[src/rtl/core/rsi_pkg.sv]
package rsi_pkg;

	localparam int RSI_FRAC_BITS  = 16;
	localparam int RSI_IN_DATA_W  = 320;
	localparam int RSI_OUT_DATA_W = 128;

	function automatic logic signed [31:0] sat32(input logic signed [63:0] v);
		logic signed [63:0] hi;
		logic signed [63:0] lo;
		hi = 64'sd2147483647;
		lo = -64'sd2147483648;
		if (v > hi) begin
			return 32'sh7fffffff;
		end else if (v < lo) begin
			return 32'sh80000000;
		end
		return v[31:0];
	endfunction

	function automatic logic [31:0] mag32(input logic signed [31:0] v);
		logic [31:0] m;
		m = v[31] ? 32'(-v) : 32'(v);
		return m;
	endfunction

	// Shift right towards zero rather than towards minus infinity.
	function automatic logic signed [63:0] drop_frac(input logic signed [63:0] v,
		input int unsigned f);
		logic [63:0] m;
		m = v[63] ? 64'(-v) : 64'(v);
		m = m >> f;
		return v[63] ? -signed'(m) : signed'(m);
	endfunction

endpackage

[src/rtl/core/rsi_isqrt.sv]
module rsi_isqrt import rsi_pkg::*; #(
	parameter int IN_W   = 64,
	parameter int SIDE_W = 1
) (
	input  logic                clk,
	input  logic                arst_n,
	input  logic                en,
	input  logic                in_vld,
	input  logic [IN_W-1:0]     in_val,
	input  logic [SIDE_W-1:0]   in_side,
	output logic                out_vld,
	output logic [IN_W/2-1:0]   out_root,
	output logic [SIDE_W-1:0]   out_side
);

	localparam int N = IN_W / 2;

	logic              vld_s  [N+1];
	logic [IN_W-1:0]   rem_s  [N+1];
	logic [IN_W-1:0]   root_s [N+1];
	logic [SIDE_W-1:0] side_s [N+1];

	assign vld_s[0]  = in_vld;
	assign rem_s[0]  = in_val;
	assign root_s[0] = '0;
	assign side_s[0] = in_side;

	// One result bit per stage, working down from the top pair of input bits.
	for (genvar g = 0; g < N; g++) begin : g_step
		localparam logic [IN_W-1:0] BIT = {{(IN_W-1){1'b0}}, 1'b1} << (IN_W - 2 - 2 * g);
		logic [IN_W-1:0] trial;
		logic [IN_W-1:0] rem_nx;
		logic [IN_W-1:0] root_nx;

		always_comb begin
			trial = root_s[g] + BIT;
			if (rem_s[g] >= trial) begin
				rem_nx  = rem_s[g] - trial;
				root_nx = (root_s[g] >> 1) + BIT;
			end else begin
				rem_nx  = rem_s[g];
				root_nx = root_s[g] >> 1;
			end
		end

		always_ff @(posedge clk or negedge arst_n) begin
			if (!arst_n) begin
				vld_s[g+1] <= 1'b0;
			end else if (en) begin
				vld_s[g+1] <= vld_s[g];
			end
		end

		always_ff @(posedge clk) begin
			if (en) begin
				rem_s[g+1]  <= rem_nx;
				root_s[g+1] <= root_nx;
				side_s[g+1] <= side_s[g];
			end
		end
	end

	assign out_vld  = vld_s[N];
	assign out_root = root_s[N][N-1:0];
	assign out_side = side_s[N];

endmodule

[config.mk]
export PLATFORM = sky130hd
export DESIGN_NAME = rsi_isqrt
export DESIGN_NICKNAME = d
export VERILOG_FILES = /design/src/rtl/core/rsi_pkg.sv /design/src/rtl/core/rsi_isqrt.sv
export SDC_FILE = /design/constraint.sdc
export NUM_CORES = 2
export LEC_CHECK = 0
export BUFFER_PORTS_ARGS = -buffer_cell sky130_fd_sc_hd__buf_2
export CAP_MARGIN = 20
export CORE_UTILIZATION = 55
export DETAILED_ROUTE_END_ITERATION = 12
export PLACE_DENSITY = 0.78
export REMOVE_ABC_BUFFERS = 1
export SETUP_SLACK_MARGIN = 0.2
export SYNTH_ARGS = -nofsm -noshare
export SYNTH_HDL_FRONTEND = slang
export SYNTH_SLANG_ARGS = --single-unit
[constraint.sdc]
create_clock -name clk -period 7.1 [get_ports clk]
set_input_delay 0.71 -clock clk [delete_from_list [all_inputs] [get_ports clk]]
set_output_delay 0.71 -clock clk [all_outputs]
set_load 0.05 [all_outputs]
==> results.py <==
metrics = {
    "outcome": {
        "outcome": "finished with violations",
        "violations": "design-rule violations",
    },
    "floorplanning": {
        "core.rowCount": 173,
        "fp.dieW_um": 475,
        "io_pins": 103,
        "die_h_um": 475,
        "start_util_pct": 55.3,
        "fp.dieArea_um2": 225000,
        "core_um2": 222000,
    },
    "power_and_ir_drop": {
        "seqPwrFrac_pct": 46.4,
        "power.density_nw_per_um2": 333,
        "leakagePower_uw": 0.0514,
        "ir_drop_v": 0.000261,
        "pwr-share-comb_pct": 21.4,
        "internal_power_uw": 32000,
        "clockPowerShare_pct": 32.2,
        "power_switching_share_pct": 29.9,
        "p_sw_uw": 13600,
    },
    "synth": {
        "synth.most_common_cell": "edfxtp_1",
        "seq_area_frac_synth_pct": 62.9,
        "synth_ff_type": "edfxtp_1",
        "synth_commonest_cells": "edfxtp_1 (2544), inv_1 (681), nor2_1 (654), a21oi_1 (627), nand2_1 (603)",
        "synth_top_area_share_pct": 62.2,
        "ys_ff_latch": 2576,
        "synth_top_area_cell": "edfxtp_1",
        "yosysUniqueCellTypes": 110,
        "async_reset_ff_share_pct": 1.24,
        "synthCells": 9679,
        "synth-edff-count": 2544,
        "synth_area_um2": 123000,
        "syn-mean-instance-area_um2": 12.7,
        "synthTopCellsByArea": "edfxtp_1 (62%), ha_1 (5.7%), xnor2_1 (3.5%)",
        "ys_warn_count": 0,
    },
    "sta": {
        "tightestPinTransition_ns": 1.18,
        "rsz0062_at_grt": "no",
        "fmax_mhz": 213,
        "fin_crit_sh_pct": 66.2,
        "skew_ns": 0.0650,
        "timing.final.max_slew_violations": 0,
        "finalSetupViolCount": 0,
        "timing.final.crit_period_ns": 4.70,
        "slew_headroom_pct": 21.0,
        "setup_tns_ns": 0,
        "hold_viol": 0,
        "whs_ns": 0.175,
    },
    "layout": {
        "drive_gt1_share_pct": 7.52,
        "fin_area_um2": 137000,
        "syn_to_final_growth_pct": 11.3,
        "layout.cells.non_filler": 13193,
        "post-route-util_pct": 61.6,
        "fin_nets": 10628,
    },
    "detailed_routing": {
        "vias": 79562,
        "ant_nets": 0,
        "drcViolationCount": 2,
        "avgRoutedWirePerCell_um": 24.1,
        "via_per_inst": 6.03,
        "wirelength_um": 318000,
        "first_pass_iters": 10,
        "drt_iter0_markers": 6766,
    },
    "critical_path": {
        "crit_path_end_kind": "flip-flop",
        "rr_endpoint": "rem_s[1337]",
        "worst_ep_arrival_time_ns": 5.36,
        "rrSetupSlack_ns": 2.40,
        "critPathRequiredTime_ns": 7.76,
        "reg2reg_depth": 11,
        "cp-start-kind": "flip-flop",
        "cp_max_fo": 26,
        "reg2reg_from": "rem_s[1386]",
        "critPathKind": "reg -> reg",
    },
    "hold_path": {
        "hold_end": "rem_s[2046]",
        "hold_path_depth": 3,
        "hold_start": "in_val[62]",
        "min_path_type": "in -> reg",
    },
    "clock_network": {
        "cts_tree": "built",
        "ctsRootBufferMaster": "clkbuf_16",
        "clkSlewWorstSetupHoldPaths_ns": 0.07,
        "cts.sinks": 2576,
        "clockBufferDepth": 4,
        "clk_latency_ns": 0.96,
        "cts-buffers-inserted": 288,
        "cts-htree-levels": 5,
    },
    "run": {
        "max_cap_violations": 0,
    },
    "global_route": {
        "grt_max_degree": 187,
        "grt_usage_pct": 27.9,
        "grt_pass1_vias": 78956,
        "grt_first_pass_wirelength_um": 471000,
        "grt_antenna_before_repair": 11,
        "gr-total-overflow": 0,
    },
    "placement": {
        "place.gp.congestion": 1.00,
        "dp.cells": 12620,
        "io_buffers": 102,
        "placement.cell_area_um2": 127000,
        "hpwl_um": 235000,
    },
}
## cells in the final DEF (no fill, tap or decap), types with 47 or more instances in the layout
cell type,count
nand3_1,166
nor4_1,322
xnor2_1,487
o21a_1,109
mux2_2,105
nand2_1,603
a21oi_1,627
nand2b_1,114
clkinv_1,68
dlygate4sd3_1,65
o21ai_0,420
edfxtp_1,2544
buf_2,104
nor2b_1,81
nand4_1,166
nor2_1,653
a21o_1,252
nor3_1,277
clkbuf_16,293
inv_1,681
or4_1,63
xor2_1,401
or3_1,92
and3_1,47
ha_1,558
## registers in the layout (all words and copies together), names as in the netlist
register,count
out_vld,1
out_side,1
side_s,31
rem_s,1984
out_root,32
root_s,496
vld_s,31
## cell type report
class                           instances  area [um^2]
Inverter                              686         2580
Antenna cell                            8         20.0
Tap cell                             2975         3720
Timing Repair Buffer                  221         1720
Sequential cell                      2576        77200
Multi-Input combinational cell       6228        42300
Clock inverter                        170         1710
Fill cell                           16520        85400
Clock buffer                          329         7470
## layer usage
layer  track usage (%)  share of wire (%)
met2              51.0                 52
met4              21.6                8.8
met5                 0              0.014
met1              28.3                 34
met3              4.31                5.1
## cells by family after synthesis
group	after synthesis	share of synthesized area [%]
adder cells (fa/ha/maj)	558	5.68
XOR/XNOR	888	6.33
AND/OR/NAND/NOR	2854	12.1
AO/OA/AOI/OAI	1806	9.16
flip-flops	2576	62.9
multiplexers	122	1.11
buffers and inverters	875	2.75
## worst max-delay path, stage by stage, from the launching register on
cell,delay (ns)
edfxtp_1,0.40
ha_1,0.38
nor2b_1,0.16
o21ai_0,0.24
a21boi_0,0.13
o21ai_0,0.26
a21oi_1,0.20
a2111oi_0,0.93
nand3_1,0.87
nand3b_1,0.59
nor4b_1,0.12
xor2_1,0.16
## metrics by stage
step,setup WS [ns],power (uW)
final,2.40,45600
after global routing,2.09,47400
after CTS,2.50,45600
after detailed placement,2.52,30900
after global placement,2.68,30700
after floorplan,1.08,27400
## power groups by stage
stage	registers [uW]	clock network, uW	logic (uW)
after floorplan	20500	0	6850
after global placement	21400	0	9330
after detailed placement	21400	0	9480
after CTS	21100	14800	9600
after global routing	21300	15500	10600
final	21200	14700	9730
## repair_timing
item	4_1_cts	5_1_grt
buffers inserted	0	0
gates resized for setup	0	0
hold buffers	65	0
endpoints found under the hold margin	96	0
## how the worst max path moves through the flow
stage	startpoint	endpoint	slack, ns	depth (start not counted)
after floorplan	rem_s[465]	rem_s[428]	1.08	10
after global placement	rem_s[1386]	rem_s[1337]	2.68	11
after detailed placement	rem_s[1386]	rem_s[1337]	2.52	11
after CTS	rem_s[1386]	rem_s[1339]	2.50	11
after global routing	rem_s[1386]	rem_s[1341]	2.09	11
final	rem_s[1386]	rem_s[1337]	2.40	11
No activity file was read; power rests on OpenSTA's default activity.
